`src/sv/wts_pkg.sv`:
```
// ----------------------------------------------------------------------------
// wts_pkg
// Shared types and fixed constants of the tile edge-color pixel shader.
// ----------------------------------------------------------------------------
`default_nettype none

package wts_pkg;

   localparam int COORD_W  = 17;
   localparam int COLOR_W  = 17;
   localparam int STRIDE_W = 13;
   localparam int INDEX_W  = 19;
   localparam int LANES    = 4;

   localparam logic [COLOR_W-1:0] Q16_ONE = 17'd65536;

   // edge midpoints in order: right, v = 0, left, v = 1 (element 0 is right)
   localparam logic [LANES-1:0][COORD_W-1:0] MID_U =
      {17'd32768, 17'd0, 17'd32768, 17'd65536};
   localparam logic [LANES-1:0][COORD_W-1:0] MID_V =
      {17'd65536, 17'd32768, 17'd0, 17'd32768};

   localparam logic [7:0] ALPHA_BYTE = 8'hFF;

   typedef struct packed {
      logic [6:0] pixel_x;
      logic [6:0] pixel_y;
      logic [3:0] edge_code;
   } wts_req_type;

   typedef struct packed {
      logic [31:0]        pixel_word;
      logic [INDEX_W-1:0] pixel_index;
   } wts_rsp_type;

   typedef struct packed {
      logic [3:0]         code;
      logic [INDEX_W-1:0] index;
   } wts_side_type;

endpackage

`default_nettype wire

```
`src/sv/wts_sqrt_pipe.sv`:
```
// ----------------------------------------------------------------------------
// wts_sqrt_pipe
// Five-stage integer square root of a 30-bit value, three result bits per
// stage, with a pass-through flag for values out of range.
// ----------------------------------------------------------------------------
`default_nettype none

module wts_sqrt_pipe
   import wts_pkg::*;
(
   input  wire logic        clock,
   input  wire logic        enable,
   input  wire logic        big_in,
   input  wire logic [29:0] value_in,
   output logic             big_out,
   output logic [14:0]      root_out
);

   localparam int STAGES = 5;
   localparam int STEPS  = 3;

   logic [30:0] rem_ff [STAGES];
   logic [30:0] res_ff [STAGES];
   logic        big_ff [STAGES];

   function automatic logic [61:0] sqrt_steps(logic [30:0] rem, logic [30:0] res, int first);
      logic [30:0] r;
      logic [30:0] q;
      logic [30:0] b;
      r = rem;
      q = res;
      for (int j = 0; j < STEPS; j++) begin
         b = 31'(1) << (28 - 2 * (first + j));
         if (r >= q + b) begin
            r = r - (q + b);
            q = (q >> 1) + b;
         end else begin
            q = q >> 1;
         end
      end
      return {r, q};
   endfunction

   always_ff @(posedge clock) begin
      if (enable) begin
         {rem_ff[0], res_ff[0]} <= sqrt_steps({1'b0, value_in}, '0, 0);
         big_ff[0] <= big_in;
         for (int s = 1; s < STAGES; s++) begin
            {rem_ff[s], res_ff[s]} <= sqrt_steps(rem_ff[s-1], res_ff[s-1], s * STEPS);
            big_ff[s] <= big_ff[s-1];
         end
      end
   end

   assign big_out  = big_ff[STAGES-1];
   assign root_out = res_ff[STAGES-1][14:0];

endmodule

`default_nettype wire

```
`config.mk`:
```
export PLATFORM = sky130hd
export DESIGN_NAME = wts_sqrt_pipe
export DESIGN_NICKNAME = d
export VERILOG_FILES = /design/src/sv/wts_pkg.sv /design/src/sv/wts_sqrt_pipe.sv
export SDC_FILE = /design/constraint.sdc
export NUM_CORES = 1
export LEC_CHECK = 0
export BUFFER_PORTS_ARGS = -buffer_cell sky130_fd_sc_hd__buf_2
export CAP_MARGIN = 10
export CORE_MARGIN = 4
export CORE_UTILIZATION = 35
export CTS_CLUSTER_DIAMETER = 100
export DETAILED_ROUTE_END_ITERATION = 10
export HOLD_SLACK_MARGIN = 0.08
export SLEW_MARGIN = 20
export SYNTH_ARGS = -nofsm -noshare
export SYNTH_HDL_FRONTEND = slang
export SYNTH_SLANG_ARGS = --single-unit
```
`constraint.sdc`:
```
create_clock -name clock -period 22.4 [get_ports clock]
set_input_delay 4.48 -clock clock [delete_from_list [all_inputs] [get_ports clock]]
set_output_delay 4.48 -clock clock [all_outputs]
set_load 0.01 [all_outputs]
```
Word-level counts from Yosys, hierarchy flattened
Memory sizes are Yosys's and may differ from the RTL's.
Index checks and enable logic that the tools add are counted.
W data, S select, Z words.
Operators by class
  $add $sub $neg: 42
  order comparisons: 15
  muxes and demuxes: 51
Operators with widths (count)
  $mux W31: 43
  $ge A31 B31 Y1: 14
  $sub A31 B31 Y31: 13
  $mux W30: 4
  $add A30 B11 Y31 const B: 1
  $add A30 B13 Y31 const B: 1
  $add A30 B15 Y31 const B: 1
  $add A30 B17 Y31 const B: 1
  $add A30 B19 Y31 const B: 1
  $add A30 B21 Y31 const B: 1
  $add A30 B23 Y31 const B: 1
  $add A30 B25 Y31 const B: 1
  $add A30 B27 Y31 const B: 1
  $add A30 B3 Y31 const B: 1
  $add A30 B5 Y31 const B: 1
  $add A30 B7 Y31 const B: 1
  $add A30 B9 Y31 const B: 1
  $add A31 B1 Y31 const B: 1
  $add A31 B11 Y31 const B: 1
  $add A31 B13 Y31 const B: 1
  $add A31 B15 Y31 const B: 1
  $add A31 B17 Y31 const B: 1
  $add A31 B19 Y31 const B: 1
  $add A31 B21 Y31 const B: 1
  13 further kinds: 14
Storage, ports and cells
  memories: 1
  bits in writable memories: 5
  bits in registers: 263
  input bits: 33
Memories
  big_ff: depth 5, bits a word 1, rd ports 5, clocked after Yosys merged registers in 0, write ports 5, line wts_sqrt_pipe.sv:24  | logic big_ff [STAGES];

Logic depth before layout (Yosys ltp)
Gate-level depths: netlist (run 1).
  depth after elaboration: 11
  mapped depth: 42
  mapped depth without buffers: 36

Least setup slack after synthesis (run 1)
OpenSTA, ideal clock, no wires.
  kind: in2reg
  start point: input port value_in[13]
  end point: register rem_ff[153] (netlist bit) (data pin)
  required time: 22110 ps
  arrival: 8363 ps
  stages on the path: 16
  setup time: 290 ps
  setup slack: 13747 ps
  cell sequence: nor4_1 nand4_1 o31ai_1 inv_1 ha_1 buf_1 xnor2_1 a2bb2oi_1 ha_1 xnor2_1 a41oi_1 nand2b_1 nor2_1 a21oi_1 a2bb2oi_1 o22ai_1
Between the ends
  longest elaborated chain between the ends: 10
  elaborated cells between the ends (all ways): 18
  those cells by class: add/sub (6); order compare (3); mux (9)
Ends and longest elaborated chain
  start, declared: line wts_sqrt_pipe.sv:14  | input wire logic [29:0] value_in,
  $ge A30 B29 Y1: line wts_sqrt_pipe.sv:34  | if (r >= q + b) begin
  $mux W29: line wts_sqrt_pipe.sv:34
  $mux W31: line wts_sqrt_pipe.sv:45  | if (enable) begin
  $add A31 B27 Y31: line wts_sqrt_pipe.sv:34, wts_sqrt_pipe.sv:35
  $ge A31 B31 Y1: line wts_sqrt_pipe.sv:34
  $mux W31: line wts_sqrt_pipe.sv:34
  $mux W31: line wts_sqrt_pipe.sv:45
  $add A31 B25 Y31: line wts_sqrt_pipe.sv:34, wts_sqrt_pipe.sv:35
  $sub A31 B31 Y31 or $ge A31 B31 Y1 (tied branches): line wts_sqrt_pipe.sv:35, wts_sqrt_pipe.sv:34
  $mux W31 *: line wts_sqrt_pipe.sv:34
  end signal, assigned by index: line wts_sqrt_pipe.sv:49  | {rem_ff[s], res_ff[s]} <= sqrt_steps(rem_ff[s-1], res_ff[s-1], s * STEPS);
  end, declared: line wts_sqrt_pipe.sv:22  | logic [30:0] rem_ff [STAGES];
Every way passes the cells marked *; elsewhere a longest branch is shown, timed or not. The select of a mux whose other input is x is not followed.
A chain may end at the register's enable or synchronous reset.

Final worst setup path (run 1)
  start point: register res_ff[82] (netlist bit)
  end point: register rem_ff[45] (netlist bit) (data pin)
Between the ends
  longest elaborated chain between the ends: 11
  elaborated cells between the ends (all ways): 20
  those cells by class: add/sub (8); order compare (3); mux (9)
Ends and longest elaborated chain
  start, declared: line wts_sqrt_pipe.sv:23  | logic [30:0] res_ff [STAGES];
  start signal, assigned by index: line wts_sqrt_pipe.sv:49
  $add A31 B11 Y31: line wts_sqrt_pipe.sv:34, wts_sqrt_pipe.sv:35
  $ge A31 B31 Y1: line wts_sqrt_pipe.sv:34
  $mux W31: line wts_sqrt_pipe.sv:34
  $mux W31: line wts_sqrt_pipe.sv:45
  $add A31 B9 Y31: line wts_sqrt_pipe.sv:34, wts_sqrt_pipe.sv:35
  $ge A31 B31 Y1: line wts_sqrt_pipe.sv:34
  $mux W31: line wts_sqrt_pipe.sv:34
  $mux W31: line wts_sqrt_pipe.sv:45
  $add A31 B7 Y31: line wts_sqrt_pipe.sv:34, wts_sqrt_pipe.sv:35
  $sub A31 B31 Y31 or $ge A31 B31 Y1 (tied branches): line wts_sqrt_pipe.sv:35, wts_sqrt_pipe.sv:34
  $mux W31 *: line wts_sqrt_pipe.sv:34
Marks and branches as above.

==> impl_metrics.py, run 1 <==
metrics = {
    "route": {
        "wl_per_cell_um": 18.3,
        "num_vias": 13200,
        "drc_errors": 0,
        "wirelength_um": 43200,
        "final_antenna_net_count": 0,
        "drt_first_pass_iters": 8,
        "vias_per_cell": 5.59,
        "drt_iter0_markers": 1053,
    },
    "global_routing": {
        "antenna_found_initial": 0,
        "grtUsageTotal": 0.178,
        "grt_pass1_vias": 12500,
        "gr-total-overflow": 0,
        "grt_max_degree": 102,
        "grt_pass1_wl_um": 68100,
    },
    "timing": {
        "rsz0062_at_grt": "false",
        "tightest_slew_ns": 1.05,
        "hold_violations": 0,
        "period_share": 0.429,
        "setup_viol": 0,
        "timing.hold.ws_ns": 0.422,
        "fin_skew_ns": 0.0139,
        "slew_headroom": 0.295,
        "finalMaxSlewViolations": 0,
        "fin_setup_tns_ns": 0,
        "fin_crit_ns": 9.62,
        "max_freq_mhz": 104,
    },
    "setup_path": {
        "required_ns": 22.63,
        "critical_path.startpoint_type": "register",
        "arrival_ns": 9.84,
        "r2r_cells": 31,
        "cp-end-kind": "register",
        "path_class": "reg2reg",
        "slowest_delay_ns": 0.91,
        "cp_slowest_cell": "nor3_4",
        "critPathMaxFanout": 26,
    },
    "synth": {
        "ys_top_cells_by_area": "edfxtp_1 (33%), ha_1 (11%), xnor2_1 (5.2%)",
        "syn_area_mm2": 0.0158,
        "synth_top_cell_by_area": "edfxtp_1",
        "synth-async-reset-ratio": 0,
        "synth_top_cell_area_share": 0.331,
        "ys_warn_count": 0,
        "ys.flop_type": "edfxtp_1",
        "avgSynthCellArea_um2": 9.09,
        "synthCells": 1736,
        "ys_seq_area_frac": 0.331,
        "synth_nets": 1905,
        "yosysUniqueCellTypes": 104,
        "synth_edf_count": 174,
        "ys_ff_latch": 174,
    },
    "cells_and_area": {
        "register_area_mm2": 0.00523,
        "postLayoutCellArea_mm2": 0.0171,
        "drive_above_1_share": 0.0851,
        "layout.nets": 1919,
        "diodes": 0,
        "n_fill_cell": 4455,
        "area_growth_pct": 8.50,
        "multi_input_area_mm2": 0.00988,
    },
    "clocking": {
        "ctsRootBufferMaster": "clkbuf_16",
        "cts_hold_buf": 0,
        "clk_pin_slew_ns": 0.08,
        "tritoncts": "yes",
        "cts_buffers": 17,
        "clock_sinks": 174,
        "clock_path_buffers": 2,
        "post_cts.repair.setup_buffers": 0,
        "ctsResizeCount": 0,
        "h-tree-depth": 4,
        "clk_latency_ns": 0.48,
    },
    "placement": {
        "place_hpwl_um": 34200,
        "gp_congestion": 0.914,
        "dpl_cell_area_mm2": 0.0165,
        "numPortBuffers": 48,
    },
    "floorplan": {
        "fp.dieH_um": 220,
        "core_area_mm2": 0.0444,
        "io_pins": 49,
        "start_util": 0.355,
        "fp-row-count": 77,
        "chipWidth_um": 220,
        "die-area_mm2": 0.0486,
    },
    "min_path": {
        "holdPathStages": 0,
        "hp-class": "reg2reg",
    },
    "flow_run": {
        "drv_cap": 0,
    },
    "power_and_ir_drop": {
        "ir_worst_vdd_v": 0.0000641,
        "p_per_area_mw_per_mm2": 124,
        "leakage_nw": 6.64,
    },
    "status": {
        "status": "finished, final reports clean",
    },
}
synth_stat cells, drive strengths merged (11+ instances only):
master / instances
o21a: 27
a31oi: 19
nand3: 38
mux2: 19
edfxtp: 174
and3: 16
nor4: 27
nand2: 125
o21bai: 15
clkbuf: 23
nor2: 153
nand2b: 25
nand4: 24
nor3: 46
nor2b: 22
ha: 136
or2: 13
a21o: 44
xnor2: 94
and2: 19
o31ai: 21
inv: 97
o21ai: 92
or4: 20
mux2i: 15
a211oi: 19
o211ai: 23
a21oi: 128
or3: 27
nor3b: 11
buf: 34
xor2: 53
cell families (layout without fill, tap and decap cells):
logic type	Yosys count	count (layout)	share of synthesized area
compound gates	484	484	0.208
xor+xnor	147	147	0.0816
fa+ha+maj	136	136	0.108
buf+inv	156	183	0.0431
flops	174	174	0.331
mux	34	34	0.0235
simple gates	605	605	0.205
per-stage QoR:
stage	total power [mW]	utilization	std cells	setup WS, ns
final	2.13	0.386	2355	12.78
after global routing	2.30	0.386	2355	12.19
after CTS	2.12	0.386	2355	13.06
after detailed placement	1.80	0.371	2323	12.94
after global placement	1.78	0.371	2323	13.02
after floorplan	1.48	-	1736	13.75
path summary, 6_finish.rpt:
kind                     start      endpoint  slack [ns]
hold / removal    big_ff[0][2]  big_ff[0][3]        0.42
hold reg to reg   big_ff[0][2]  big_ff[0][3]        0.42
setup / recovery    res_ff[82]    rem_ff[45]       12.78
setup reg to reg    res_ff[82]    rem_ff[45]       12.78
state kept, by name, summed over array words and instances (netlist names):
register,count
res_ff,30
root_out,15
big_ff,5
rem_ff,124
cell type report:
type / count / share of cell area
inverter: 99 / 0.0218
clock inverter: 15 / 0.0120
clock buffer: 17 / 0.0248
multi-input combinational: 1406 / 0.577
tap: 592 / 0.0432
timing repair buffer: 52 / 0.0161
sequential: 174 / 0.305
per-layer routing:
layer	global-route usage	up-vias	share of wire
li1	-	6546	-
met1	0.238	6206	0.47
met2	0.287	352	0.46
met3	0.0320	71	0.046
met4	0.0689	0	0.030
met5	0	-	0
report_power, final:
part | leakage (nW) | internal, mW | switching, mW
Combinational | 4.68 | 0.518 | 0.764
Sequential | 1.66 | 0.460 | 0.0704
Clock | 0.301 | 0.170 | 0.146
placed cells by master, fill, tap and decap left out, types with 17 or more instances in the layout:
master,netlist,layout
or4_1,19,19
and2_1,17,17
buf_2,8,47
xnor2_1,94,94
a31oi_1,17,17
nand4_1,24,24
inv_1,93,93
xor2_1,53,53
o21a_1,26,26
o31ai_1,21,21
nand2_1,122,122
nand3_1,38,38
nor2b_1,22,22
ha_1,136,136
nor2_1,153,153
a21o_1,44,44
o211ai_1,22,22
nor4_1,24,24
a21oi_1,128,128
edfxtp_1,174,174
nor3_1,42,42
clkbuf_16,0,17
or3_1,27,27
a211oi_1,19,19
o21ai_0,86,86
nand2b_1,25,25
critical path: cells and delay by family, from the launching register on:
kind,cells,cell delay [ns]
simple gates,13,3.95
mux,1,0.37
flops,1,0.35
buf+inv,4,0.78
fa+ha+maj,3,1.23
compound gates,10,2.65
Power figures use the tool's default switching activity.
==> run 2: changes to the inputs <==
Clock period 22.4 ns to 7.8 ns, I/O delays scaled along.
==> run 2 against run 1 <==
  * Sequential cell count unchanged
  * Hold slack worse by 0.0013 ns
  * Clock skew barely moved
  * Utilization increased by 1.9 points
  * Setup slack got worse by 12 ns
  * Global-route usage is 0.79 points higher
  * First-iteration DRC count grew 4.3%
  * Non-clock buffer count is 98 higher
  * Combinational power increased to 3.1 times the previous value
  * Critical endpoint is now rem_ff[89]
==> impl_metrics.py, run 2 (synthesis gave the netlist of run 1 again) <==
metrics = {
    "power_and_ir_drop": {
        "p_per_area_mw_per_mm2": 354,
        "ir_worst_vdd_v": 0.000173,
        "leakage_nw": 7.13,
    },
    "clocking": {
        "clock_sinks": 174,
        "clk_latency_ns": 0.48,
        "clk_pin_slew_ns": 0.07,
        "ctsRootBufferMaster": "clkbuf_16",
        "clock_path_buffers": 2,
        "h-tree-depth": 4,
        "cts_hold_buf": 0,
        "cts_buffers": 17,
        "tritoncts": "yes",
    },
    "cells_and_area": {
        "multi_input_area_mm2": 0.0100,
        "final_cell_mix": "edfxtp_1 (174), nor2_1 (150), ha_1 (132)",
        "diodes": 0,
        "register_area_mm2": 0.00523,
        "final_util": 0.405,
        "largest_reg_flops": 124,
        "drive_above_1_share": 0.145,
        "final_common_cell": "edfxtp_1",
        "layout.nets": 2018,
        "n_fill_cell": 4393,
        "area_growth_pct": 13.8,
    },
    "setup_path": {
        "r2r_start": "res_ff[111]",
        "timing.critical_path.mode_cell": "a21oi_1",
        "path_class": "reg2reg",
        "cp-end-kind": "register",
        "r2r_cells": 32,
        "arrival_ns": 7.62,
        "critPathCapture": "rem_ff[89]",
        "path_depth": 32,
        "cp_num_buf_inv": 4,
        "cp_slowest_cell": "or4b_1",
        "critical_path.startpoint_type": "register",
        "reg2reg_slack_ns": 0.40,
        "critPathMaxFanout": 13,
        "required_ns": 8.02,
        "reg2reg_to": "rem_ff[89]",
        "crit_start": "res_ff[111]",
        "critical-path-top-delay-family": "simple AND/OR/NAND/NOR gates",
        "slowest_delay_ns": 0.57,
    },
    "flow_run": {
        "drv_cap": 0,
    },
    "route": {
        "vias_per_cell": 5.56,
        "met3_wirelength_um": 1880,
        "drt_iter0_markers": 1098,
        "wl_per_cell_um": 18.3,
        "final_antenna_net_count": 0,
        "routedLengthMet1_um": 21700,
        "num_vias": 13600,
        "top_layer": "met4",
        "drt_first_pass_iters": 5,
        "drc_errors": 0,
        "wirelength_um": 44900,
        "wl_met2_um": 20400,
    },
    "placement": {
        "gp_congestion": 0.927,
        "numPortBuffers": 48,
        "pre_cts_slack_ns": 0.0958,
        "place_hpwl_um": 35900,
    },
    "global_routing": {
        "grtUsageTotal": 0.186,
        "gr-total-overflow": 0,
        "antenna_found_initial": 0,
        "grt_max_degree": 96,
        "grt_pass1_wl_um": 71300,
        "grt_pass1_vias": 13100,
    },
    "floorplan": {
        "core_area_mm2": 0.0444,
        "fp-row-count": 77,
        "fp.dieH_um": 220,
        "die-area_mm2": 0.0486,
        "start_util": 0.355,
        "chipWidth_um": 220,
        "io_pins": 49,
    },
    "timing": {
        "finalMaxSlewViolations": 0,
        "setup_viol": 0,
        "max_freq_mhz": 135,
        "fin_crit_ns": 7.40,
        "fin_skew_ns": 0.0135,
        "slew_headroom": 0.366,
        "hold_violations": 0,
        "tightest_slew_ns": 0.948,
        "finalWorstSetupSlack_ns": 0.404,
        "period_share": 0.948,
    },
    "status": {
        "status": "finished, final reports clean",
    },
    "min_path": {
        "hp-class": "reg2reg",
    },
}
==> run 2: changes by cell type in the layout (fill, tap and decap cells not counted), moves of 3 or more <==
cell	before	now
nor2_2	0	3
nor2_1	153	150
buf_4	4	97
nor4_2	3	6
ha_1	136	132
o21ai_1	6	9
clkinv_8	5	0
ha_2	0	3
a21oi_1	128	124
a21oi_2	0	4
nor4_1	24	20
o21ai_0	86	83
==> run 2: area by class of cell <==
| class | count | share of cell area |
|---|---|---|
| Inverter | 99 | 0.0210 |
| Clock buffer | 17 | 0.0237 |
| Clock inverter | 13 | 0.00731 |
| Timing Repair inverter | 1 | 0.000278 |
| Timing Repair Buffer | 150 | 0.0590 |
| Tap cell | 592 | 0.0412 |
| Sequential cell | 174 | 0.291 |
| Multi-Input combinational cell | 1406 | 0.557 |
==> run 2: how the worst min path moves through the flow <==
stage | endpoint | cells past startpoint | from | slack [ns]
after global routing | big_ff[0][4] | 0 | big_ff[0][3] | 0.44
after detailed placement | big_ff[0][4] | 0 | big_ff[0][3] | 0.41
final | big_ff[0][4] | 0 | big_ff[0][3] | 0.42
after CTS | big_ff[0][4] | 0 | big_ff[0][3] | 0.42
after floorplan | big_ff[0][1] | 0 | big_ff[0][0] | 0.40
after global placement | big_ff[0][2] | 0 | big_ff[0][1] | 0.40
==> run 2: timing repair <==
item / CTS / global route
buffers inserted: 0 / 8
setup endpoints to repair: 0 / 30
gates resized for setup: 0 / 34
==> run 2: per-layer routing <==
metal  vias up  global-route usage
met1      6476               0.259
met2       334               0.298
met4         0              0.0603
met3        58              0.0272
li1       6755                   -
met5         -                   0
==> run 2: stage by stage <==
| stage | power (mW) | std cells | TNS (ns) | hold slack, ns | area [µm²] |
|---|---|---|---|---|---|
| global placement | 5.35 | 2412 | 0 | 0.403 | 17200 |
| floorplan | 4.26 | 1736 | 0 | 0.400 | 15800 |
| detailed placement | 5.39 | 2412 | 0 | 0.405 | 17200 |
| CTS | 6.27 | 2442 | 0 | 0.423 | 17700 |
| finish | 6.36 | 2452 | 0 | 0.420 | 18000 |
| global route | 6.86 | 2452 | -0.0188 | 0.436 | 18000 |
==> run 2: report_power, final <==
part | leakage (nW) | internal (mW) | switching, mW
clock network | 0.271 | 0.443 | 0.401
logic | 5.19 | 1.69 | 2.32
registers | 1.66 | 1.32 | 0.182
total | 7.13 | 3.45 | 2.90
